**src/design/ief_pkg.sv**
```systemverilog
package ief_pkg;

    localparam int unsigned TABLE_ENTRIES_DEF = 64;

    localparam logic [7:0] THRESHOLD_RESET = 8'd5;
    localparam logic [7:0] COUNT_MAX       = 8'd255;
    localparam logic [3:0] IP_V4           = 4'd4;
    localparam logic [7:0] PROTO_ICMP      = 8'd1;
    localparam logic [7:0] ICMP_ECHO_REQ   = 8'd8;

    localparam logic [1:0] VERDICT_NONE  = 2'd0;
    localparam logic [1:0] VERDICT_NEW   = 2'd1;
    localparam logic [1:0] VERDICT_EXIST = 2'd2;
    localparam logic [1:0] VERDICT_FULL  = 2'd3;

    typedef struct packed {
        logic [3:0]  ip_version;
        logic [7:0]  ip_protocol;
        logic [7:0]  icmp_type;
        logic [31:0] src_addr;
        logic [31:0] now_second;
    } pkt_t;

    typedef struct packed {
        logic [1:0] verdict;
        logic [7:0] hit_count;
        logic       alarm;
    } result_t;

    typedef struct packed {
        logic [31:0] addr;
        logic [7:0]  count;
        logic [31:0] second;
    } entry_t;

endpackage

```
**src/design/icmp_echo_flood_detector.sv**
```systemverilog
// channel   | signals                 | handshake
// ----------+-------------------------+-----------------------------------
// packet    | pkt (pkt_t)             | taken when start high, busy low
// result    | result (result_t)       | valid for one cycle while done high
// config    | cfg_data (threshold)    | written when cfg_we high
//
// a filtered packet, or any packet after the alarm, gives its result in the cycle
// after it is taken; a counted packet first scans the source table through its
// single registered read port, then takes the update step before its result.
// reset clears the valid bits, the alarm and the sequencer, and loads the
// threshold with 5. the receiver cannot stall; busy holds off new packets.
module icmp_echo_flood_detector #(
    parameter int unsigned TABLE_ENTRIES = ief_pkg::TABLE_ENTRIES_DEF
) (
    input  logic              clk,
    input  logic              rst_n,
    input  logic              start,
    output logic              busy,
    input  ief_pkg::pkt_t     pkt,
    output logic              done,
    output ief_pkg::result_t  result,
    input  logic              cfg_we,
    input  logic [7:0]        cfg_data
);
    import ief_pkg::*;

    localparam int unsigned IDX_W = (TABLE_ENTRIES > 1) ? $clog2(TABLE_ENTRIES) : 1;
    localparam logic [IDX_W-1:0] LAST_IDX = IDX_W'(TABLE_ENTRIES - 1);

    typedef enum logic [1:0] {
        ST_IDLE,
        ST_SCAN,
        ST_UPDATE
    } state_t;

    state_t                   state_reg;
    pkt_t                     pkt_reg;
    result_t                  result_reg;
    logic                     done_reg;
    logic                     alarm_reg;
    logic [7:0]               threshold_reg;
    logic [TABLE_ENTRIES-1:0] valid_reg;
    logic [IDX_W-1:0]         scan_idx_reg;
    logic                     issue_reg;
    logic                     cmp_vld_reg;
    logic [IDX_W-1:0]         cmp_idx_reg;
    logic                     hit_found_reg;
    logic [IDX_W-1:0]         hit_idx_reg;
    logic [7:0]               hit_cnt_reg;
    logic [31:0]              hit_sec_reg;
    logic                     spare_found_reg;
    logic [IDX_W-1:0]         spare_idx_reg;

    entry_t                   rd_entry;
    entry_t                   wr_entry;
    logic                     wr_en;
    logic [IDX_W-1:0]         wr_idx;
    logic                     counted;
    logic                     cmp_valid_bit;
    logic                     cmp_match;
    logic [7:0]               upd_count;
    logic [1:0]               upd_verdict;
    logic                     upd_alarm;

    assign counted = (pkt.ip_version == IP_V4) && (pkt.ip_protocol == PROTO_ICMP)
                     && (pkt.icmp_type == ICMP_ECHO_REQ) && !alarm_reg;

    assign cmp_valid_bit = valid_reg[cmp_idx_reg];
    assign cmp_match     = cmp_valid_bit && (rd_entry.addr == pkt_reg.src_addr);

    // update step
    always_comb
    begin
        wr_en       = 1'b0;
        wr_idx      = hit_idx_reg;
        wr_entry    = '{addr: pkt_reg.src_addr, count: 8'd1, second: pkt_reg.now_second};
        upd_count   = 8'd0;
        upd_verdict = VERDICT_FULL;
        if (hit_found_reg)
        begin
            if (hit_sec_reg != pkt_reg.now_second)
            begin
                upd_count = 8'd1;
            end
            else if (hit_cnt_reg != COUNT_MAX)
            begin
                upd_count = hit_cnt_reg + 8'd1;
            end
            else
            begin
                upd_count = hit_cnt_reg;
            end
            wr_entry.count = upd_count;
            upd_verdict    = VERDICT_EXIST;
            wr_en          = (state_reg == ST_UPDATE);
        end
        else if (spare_found_reg)
        begin
            upd_count   = 8'd1;
            upd_verdict = VERDICT_NEW;
            wr_idx      = spare_idx_reg;
            wr_en       = (state_reg == ST_UPDATE);
        end
        upd_alarm = alarm_reg || ((upd_verdict != VERDICT_FULL) && (upd_count > threshold_reg));
    end

    ief_table #(
        .ENTRIES (TABLE_ENTRIES),
        .IDX_W   (IDX_W)
    ) u_table (
        .clk   (clk),
        .we    (wr_en),
        .waddr (wr_idx),
        .wdata (wr_entry),
        .raddr (scan_idx_reg),
        .rdata (rd_entry)
    );

    always_ff @(posedge clk or negedge rst_n)
    begin
        if (!rst_n)
        begin
            state_reg       <= ST_IDLE;
            done_reg        <= 1'b0;
            alarm_reg       <= 1'b0;
            threshold_reg   <= THRESHOLD_RESET;
            valid_reg       <= '0;
            scan_idx_reg    <= '0;
            issue_reg       <= 1'b0;
            cmp_vld_reg     <= 1'b0;
            cmp_idx_reg     <= '0;
            hit_found_reg   <= 1'b0;
            spare_found_reg <= 1'b0;
        end
        else
        begin
            if (cfg_we)
            begin
                threshold_reg <= cfg_data;
            end
            case (state_reg)
                ST_IDLE:
                begin
                    done_reg <= start && !counted;
                    if (start)
                    begin
                        pkt_reg <= pkt;
                        if (counted)
                        begin
                            state_reg       <= ST_SCAN;
                            scan_idx_reg    <= '0;
                            issue_reg       <= 1'b1;
                            cmp_vld_reg     <= 1'b0;
                            hit_found_reg   <= 1'b0;
                            spare_found_reg <= 1'b0;
                        end
                        else
                        begin
                            result_reg <= '{verdict: VERDICT_NONE, hit_count: 8'd0,
                                            alarm: alarm_reg};
                        end
                    end
                end
                ST_SCAN:
                begin
                    done_reg <= 1'b0;
                    // the compare follows the read issue in the next cycle, on the registered read data
                    cmp_vld_reg <= issue_reg;
                    cmp_idx_reg <= scan_idx_reg;
                    if (issue_reg)
                    begin
                        if (scan_idx_reg == LAST_IDX)
                        begin
                            issue_reg <= 1'b0;
                        end
                        else
                        begin
                            scan_idx_reg <= scan_idx_reg + 1'b1;
                        end
                    end
                    if (cmp_vld_reg)
                    begin
                        if (cmp_match && !hit_found_reg)
                        begin
                            hit_found_reg <= 1'b1;
                            hit_idx_reg   <= cmp_idx_reg;
                            hit_cnt_reg   <= rd_entry.count;
                            hit_sec_reg   <= rd_entry.second;
                        end
                        if (!cmp_valid_bit && !spare_found_reg)
                        begin
                            spare_found_reg <= 1'b1;
                            spare_idx_reg   <= cmp_idx_reg;
                        end
                        if (cmp_idx_reg == LAST_IDX)
                        begin
                            state_reg <= ST_UPDATE;
                        end
                    end
                end
                ST_UPDATE:
                begin
                    if (!hit_found_reg && spare_found_reg)
                    begin
                        valid_reg[spare_idx_reg] <= 1'b1;
                    end
                    alarm_reg  <= upd_alarm;
                    result_reg <= '{verdict: upd_verdict, hit_count: upd_count,
                                    alarm: upd_alarm};
                    done_reg   <= 1'b1;
                    state_reg  <= ST_IDLE;
                end
                default:
                begin
                    done_reg  <= 1'b0;
                    state_reg <= ST_IDLE;
                end
            endcase
        end
    end

    assign busy   = (state_reg != ST_IDLE);
    assign done   = done_reg;
    assign result = result_reg;

    a_update_done: assert property (@(posedge clk) disable iff (!rst_n)
        (state_reg == ST_UPDATE) |=> done)
        else $error("update step gave no result");

    a_full_zero: assert property (@(posedge clk) disable iff (!rst_n)
        (done && (result.verdict == VERDICT_FULL || result.verdict == VERDICT_NONE))
        |-> (result.hit_count == 8'd0))
        else $error("nonzero count on untracked or filtered result");

    a_alarm_sticky: assert property (@(posedge clk) disable iff (!rst_n)
        alarm_reg |=> alarm_reg)
        else $error("alarm cleared");

    a_frozen: assert property (@(posedge clk) disable iff (!rst_n)
        (start && !busy && alarm_reg) |=> (done && result.verdict == VERDICT_NONE
                                          && result.alarm))
        else $error("packet counted after alarm");

    a_no_write_idle: assert property (@(posedge clk) disable iff (!rst_n)
        wr_en |-> (state_reg == ST_UPDATE) && !alarm_reg)
        else $error("table written outside update step");

endmodule

```
**src/design/ief_table.sv**
```systemverilog
module ief_table #(
    parameter int unsigned ENTRIES = 64,
    parameter int unsigned IDX_W   = 6
) (
    input  logic               clk,
    input  logic               we,
    input  logic [IDX_W-1:0]   waddr,
    input  ief_pkg::entry_t    wdata,
    input  logic [IDX_W-1:0]   raddr,
    output ief_pkg::entry_t    rdata
);
    import ief_pkg::*;

    entry_t mem [ENTRIES];
    entry_t rdata_reg;

    always_ff @(posedge clk)
    begin
        if (we)
        begin
            mem[waddr] <= wdata;
        end
        rdata_reg <= mem[raddr];
    end

    assign rdata = rdata_reg;

endmodule
```
**config.mk**
```make
export PLATFORM = sky130hd
export DESIGN_NAME = icmp_echo_flood_detector
export DESIGN_NICKNAME = d
export VERILOG_FILES = /design/src/design/ief_pkg.sv /design/src/design/icmp_echo_flood_detector.sv /design/src/design/ief_table.sv
export SDC_FILE = /design/constraint.sdc
export NUM_CORES = 2
export LEC_CHECK = 0
export BUFFER_PORTS_ARGS = -buffer_cell sky130_fd_sc_hd__clkbuf_2
export CELL_PAD_IN_SITES_DETAIL_PLACEMENT = 2
export CELL_PAD_IN_SITES_GLOBAL_PLACEMENT = 2
export CORE_AREA = 10 10 871 873
export CTS_BUF_LIST = sky130_fd_sc_hd__clkbuf_2 sky130_fd_sc_hd__clkbuf_4 sky130_fd_sc_hd__clkbuf_8
export DETAILED_ROUTE_END_ITERATION = 8
export DIE_AREA = 0 0 881 883
export GPL_TIMING_DRIVEN = 0
export PLACE_DENSITY_LB_ADDON = 0.25
export SLEW_MARGIN = 5
export SYNTH_ARGS = -nofsm -noshare
export SYNTH_HDL_FRONTEND = slang
export SYNTH_MEMORY_MAX_BITS = 65536
export SYNTH_SLANG_ARGS = --single-unit
export TNS_END_PERCENT = 20
```
**constraint.sdc**
```tcl
create_clock -name clk -period 5.1 [get_ports clk]
set_input_delay 1.02 -clock clk [delete_from_list [all_inputs] [get_ports clk]]
set_output_delay 1.02 -clock clk [all_outputs]
set_load 0.1 [all_outputs]
```
Word level (Yosys, flattened, before mapping)
Memory sizes are Yosys's and may differ from the RTL's. A register that Yosys moved wholly into a read port is not among the register bits.
Index checks and enable logic that the tools add are counted.
{ "classes": {"n_lt_le_gt_ge": 4, "reduce_logical": 30, "add_sub_neg": 2, "muxes": 45, "n_mul": 0, "bitwise": 1, "n_eq_ne": 20, "div_mod_pow": 0, "shift": 0} }
{ "ops": {"columns": ["cell", "n"], "rows": [
  ["OR 64 bit", 1],
  ["two-way mux 6 bit", 6],
  ["== test 32 bit", 1],
  ["two-way mux 8 bit", 4],
  ["!= test 32 bit", 1],
  ["two-way mux 11 bit", 2],
  ["one-hot mux 11 bit (2 select lines)", 1],
  ["!= test 2 bit, second input constant", 10],
  ["two-way mux 1 bit", 17],
  ["AND reduction 4 bit", 4],
  ["AND reduction 5 bit", 3],
  ["less-than comparator 6 x 7 -> 1 bit, second input constant", 2],
  ["== test 6 bit, second input constant", 2],
  ["two-way mux 2 bit", 6],
  ["one-hot mux 6 bit (2 select lines)", 1],
  ["logical AND 1 bit", 10],
  ["one-hot mux 1 bit (2 select lines)", 5],
  ["adder 8 x 1 -> 8 bit, second input constant", 1],
  ["== test 8 x 1 -> 1 bit, second input constant", 1],
  ["== test 8 x 4 -> 1 bit, second input constant", 1],
  ["greater-than comparator 8 bit", 1],
  ["!= test 8 bit, second input constant", 1],
  ["adder 6 x 1 -> 6 bit, second input constant", 1],
  ["binary-select mux 1 bit (select 6 bit)", 1],
  ["other kinds (12)", 19]
]} }
{ "word_totals": {"latch_bits": 0, "mem_bits_ro": 0, "wordCells": 123, "mem_count": 1, "regBits": 219, "ram_bits": 4608} }
{ "mem_list": {"columns": ["memory", "depth", "width", "rd", "rd_clocked_by_memory_dff", "write_ports", "line", "source"], "rows": [
  ["u_table.mem", 64, 72, 1, 1, 1, "ief_table.sv:14", "entry_t mem [ENTRIES];"]
]} }

Longest topological paths before layout
{ "depth": {"ltp_word": 8, "mapped_depth": 16} }

Modules after synthesis
From an unflattened synthesis, not the netlist that was laid out.
{ "unflattened": {"hier_cells": 7940, "hier_area_um2": 184340.5} }
{ "by_module_without_submodules": {"columns": ["mod", "cells_per_inst", "area_each_um2", "seq_area_each_um2", "n_inst"], "rows": [
  ["ief_table", 7305, 175214.3, 139814.1, 1],
  ["icmp_echo_flood_detector", 635, 9126.3, 6118.4, 1]
]} }

Worst setup path after synthesis
Ideal clock, no wire load.
{ "synth_timing": {"kind": "flip-flop to flip-flop", "startpoint": "register pkt_reg[2] (netlist bit)", "endpoint": "register result_reg (netlist bit result[0]) (data pin)", "arrival_time_ps": 5370, "path_buffers": 1, "stages_incl_launch_ff": 16, "setup_time_ps": 258, "setup_slack_ps": -528, "required_time_ps": 4842, "path_cell_list": "edfxtp_1 xnor2_1 nand4_1 nor4_1 nand4_1 or4_1 clkbuf_1 nor2_1 ha_1 nor2b_1 o21a_1 o21ai_0 nand2b_1 a21oi_1 o21ai_0 a31o_2"} }
{ "synth_via": {"elab_chain_len": 7} }
{ "synth_rtl": {"columns": ["element", "line", "source"], "rows": [
  ["from (decl)", "icmp_echo_flood_detector.sv:37", "pkt_t pkt_reg;"],
  ["from (signal assigned)", "icmp_echo_flood_detector.sv:147", "pkt_reg <= pkt;"],
  ["!= test 32 bit", "icmp_echo_flood_detector.sv:81", "if (hit_sec_reg != pkt_reg.now_second)"],
  ["two-way mux 8 bit", "icmp_echo_flood_detector.sv:81", null],
  ["two-way mux 8 bit", "icmp_echo_flood_detector.sv:79", "if (hit_found_reg)"],
  ["greater-than comparator 8 bit", "icmp_echo_flood_detector.sv:104", "upd_alarm = alarm_reg || ((upd_verdict != VERDICT_FULL) && (upd_count > threshold_reg));"],
  ["logical AND 1 bit", "icmp_echo_flood_detector.sv:104", null],
  ["logical OR 1 bit", "icmp_echo_flood_detector.sv:104", null],
  ["one-hot mux 11 bit (2 select lines)", "icmp_echo_flood_detector.sv:141", "case (state_reg)"],
  ["to (signal assigned)", "icmp_echo_flood_detector.sv:159", "result_reg <= '{verdict: VERDICT_NONE, hit_count: 8'd0,"],
  ["to (signal assigned)", "icmp_echo_flood_detector.sv:208", "result_reg <= '{verdict: upd_verdict, hit_count: upd_count,"],
  ["to (decl)", "icmp_echo_flood_detector.sv:38", "result_t result_reg;"]
]} }
Every way passes these cells.
A chain may end at the register's enable or synchronous reset.

Final worst setup path
{ "layout_timing": {"startpoint": "register pkt_reg[31] (netlist bit)", "endpoint": "register result_reg (netlist bit result[0]) (data pin)"} }
The elaborated chain is that of the path after synthesis.

==> flow_summary.json <==
{
  "status": "finished, final reports clean",
  "die_h_microns": 883,
  "power_density_nw_per_um2": 356.9,
  "port-buffer-count": 108,
  "wirelength_microns": 610100,
  "rsz0062_at_grt": "true",
  "dr.pass1.iters": 5,
  "die_w_microns": 881,
  "end_kind": "register",
  "netlist_area_sq_um": 184900,
  "clk_path_buf_depth": 4,
  "clk_latency_ps": 1370,
  "drt_iter0_drc": 8669,
  "synth-main-ff-cell": "edfxtp_1",
  "combinationalPowerShare_pct": 1.0,
  "dp.cells": 17690,
  "p_switching_uw": 17460,
  "synth_top_area_share_pct": 76.90,
  "wl_per_cell_microns": 31.51,
  "yosysSeqAreaShare_pct": 78.93,
  "syn_nets": 7390,
  "worst_slew_pin_slew_ps": 1438,
  "drt-vias-per-instance": 4.547,
  "synth-edff-count": 4735,
  "synth_async_sr_flop_share_pct": 1.878,
  "core_area_sq_um": 739800,
  "hpwl_microns": 427900,
  "hold_viol": 0,
  "drc_errors": 0,
  "placementRows": 316,
  "grt_overflow": 0,
  "grt_pass1_wl_microns": 835700,
  "p_leak_uw": 0.07288,
  "fin_cells": 19360,
  "synth_top_cell_by_area": "edfxtp_1",
  "min_period_ps": 5002,
  "synthCells": 7284,
  "synthTopCellsByCount": "4735 x edfxtp_1, 1527 x mux4_2, 176 x clkbuf_1",
  "numCtsBuffers": 834,
  "ir_worst_vdd_v": 0.0002997,
  "place.gp.congestion": 0.7237,
  "clock_skew_ps": 99.70,
  "slew_violations": 0,
  "start_util_pct": 24.99,
  "synthTopCellsByArea": "edfxtp_1 77%, mux4_2 19%, dfrtp_1 1.2%, dfxtp_1 0.78%, clkbuf_1 0.36%",
  "grt_usage_pct": 15.34,
  "critPathMostFrequentCell": "o21ai_0",
  "fp.dieArea_sq_um": 777900,
  "fin_nets": 8867,
  "yosysMostFrequentCell": "edfxtp_1",
  "finalInstanceArea_sq_um": 226500,
  "period_share_pct": 98.09,
  "cts_num_sinks": 4899,
  "cp_slowest_cell": "or4_4",
  "path_clk_slew_ps": 60,
  "crit_required_ps": 6150,
  "synth-seq-cells": 4899,
  "detail-route-antenna-nets": 0,
  "avgSynthCellArea_sq_um": 25.38,
  "placed_cell_area_sq_um": 208400,
  "path_class": "register to register",
  "h-tree-depth": 6,
  "largest_reg_flops": 4608,
  "slowest_delay_ps": 730,
  "nFillCells": 72340,
  "hold_path.class": "primary input to register",
  "syn2layout_area_growth_pct": 22.49,
  "synth.distinct_cells": 49,
  "clock-root-buffer": "clkbuf_8",
  "setup_violations": 0,
  "arrival_ps": 6050,
  "yosys_warnings": 0,
  "drive_gt1_share_pct": 39.20,
  "cell_internal_pwr_uw": 63370,
  "grt_pass1_vias": 97920,
  "max_freq_ghz": 0.1999,
  "crit_chain": "buf_16 > buf_16 > xnor2_4 > nand4_1 > nor4_1 > nand4_1 > or4_4 > clkbuf_8 > nand2b_4 > o21ai_0 > ha_1 > nor2b_1 > o21a_1 > o21ai_0 > nand2b_1 > a21oi_1 > o21ai_0 > a31o_2",
  "grt_max_degree": 56,
  "maxCapViolations": 0,
  "cp_max_fo": 26,
  "switching_share_pct": 21.60,
  "cts_tree": "done",
  "antenna_found_initial": 54,
  "slew_headroom_pct": 4.145,
  "seqPwrFrac_pct": 54.5,
  "io_pins": 109,
  "start_kind": "register",
  "clkPwrFrac_pct": 44.6,
  "via_count": 88040
}
==> cell families after synthesis <==
logic type	after synthesis	share of synthesized area (%)
AO/OA/AOI/OAI	105	0.3966
XOR/XNOR	68	0.3221
flip-flops	4899	78.93
buffers and inverters	374	0.8615
AND/OR/NAND/NOR	283	0.7194
adder cells (fa/ha/maj)	10	0.06767
multiplexers	1545	18.70
==> layout by cell type (no fill, tap or decap), types with 13 or more instances in the layout <==
| cell type | synthesis | routed |
|---|---|---|
| dfxtp_1 | 72 | 72 |
| dlygate4sd3_1 | 0 | 69 |
| clkbuf_2 | 0 | 138 |
| clkbuf_4 | 0 | 292 |
| clkbuf_1 | 176 | 145 |
| buf_1 | 85 | 68 |
| nand4_1 | 15 | 15 |
| buf_12 | 0 | 249 |
| a21o_1 | 34 | 34 |
| xor2_1 | 27 | 27 |
| clkinv_2 | 0 | 106 |
| clkinv_1 | 0 | 192 |
| clkbuf_8 | 0 | 880 |
| o21bai_1 | 31 | 31 |
| o21ai_0 | 19 | 18 |
| nor2_4 | 0 | 71 |
| bufinv_16 | 0 | 20 |
| buf_2 | 85 | 97 |
| xnor2_1 | 41 | 28 |
| dfrtp_1 | 90 | 89 |
| buf_4 | 12 | 33 |
| buf_16 | 0 | 181 |
| nor2_1 | 98 | 27 |
| mux4_2 | 1527 | 1527 |
| nand3_1 | 30 | 26 |
| inv_8 | 0 | 14 |
| nand2_1 | 70 | 70 |
| mux2i_1 | 13 | 13 |
| edfxtp_1 | 4735 | 4735 |
| diode_2 | 0 | 37 |
==> layer usage <==
layer / global-route usage, % / share of wire [%]
met1: 19.77 / 41
met2: 26.63 / 51
met3: 2.210 / 4.7
met4: 4.807 / 3.3
met5: 0 / 0.011
==> area by class of cell <==
| type | count | area, sq um | share of cell area [%] |
|---|---|---|---|
| well taps | 9858 | 12330 | 5.446 |
| repair buffers | 640 | 11530 | 5.092 |
| multi-input cells | 2012 | 38090 | 16.82 |
| clock buffers | 1166 | 14250 | 6.293 |
| diodes | 37 | 92.59 | 0.04088 |
| clock inverters | 375 | 2566 | 1.133 |
| plain buffers | 363 | 1630 | 0.7199 |
| inverters | 11 | 41.29 | 0.01823 |
| flip-flops and latches | 4899 | 145900 | 64.44 |
==> what timing repair did <==
item                                   4_1_cts  5_1_grt
resized for setup                           23        4
setup buffers                               18        6
hold buffers                                69        0
pin swaps                                    5        5
endpoints found under the hold margin      107        0
setup endpoints to repair                 1580      123
cloned                                       1        0
==> worst max-delay path, delay by kind of cell, from the launching register on <==
kind            cells  cell delay [ps]
flops               1              510
simple gates        7             1930
xor+xnor            1              330
fa+ha+maj           1              180
buf+inv             3              660
compound gates      6             1050
==> power by group through the flow <==
stage               combinational [uW]  sequential [uW]  clock [uW]
floorplan                         42.0            45000           0
global placement                   209            45100           0
detailed placement                 724            44900           0
CTS                                804            44000       37100
global route                       847            44000       38800
finish                             778            44000       36000
==> final timing paths <==
kind	cells after the start	slack, ps	endpoint	from
worst max-delay path	18	100	result[0]	pkt_reg[31]
worst max register to register	18	100	result[0]	pkt_reg[31]
max in group asynchronous	3	3470	threshold_reg[2]	rst_n
worst min-delay path	3	220	threshold_reg[4]	cfg_data[4]
min in group asynchronous	2	860	scan_idx_reg[0]	rst_n
worst min register to register	0	390	hit_sec_reg[1]	u_table.rdata[1]
==> metrics by stage <==
stage               worst slack [ps]  total power [uW]  utilization (%)  TNS [ps]  hold WS (ps)
floorplan                     -64.55             45040                -   -179550         385.5
global placement               -8123             45340            26.74         -         387.5
detailed placement             -1550             45590            28.18   -237190         389.6
CTS                            11.60             81870            30.59         0         22.31
global route                  -92.34             83600            30.61    -234.4         110.5
finish                         97.61             80830            30.61         0         216.8
(Power assumes the default switching activity.)
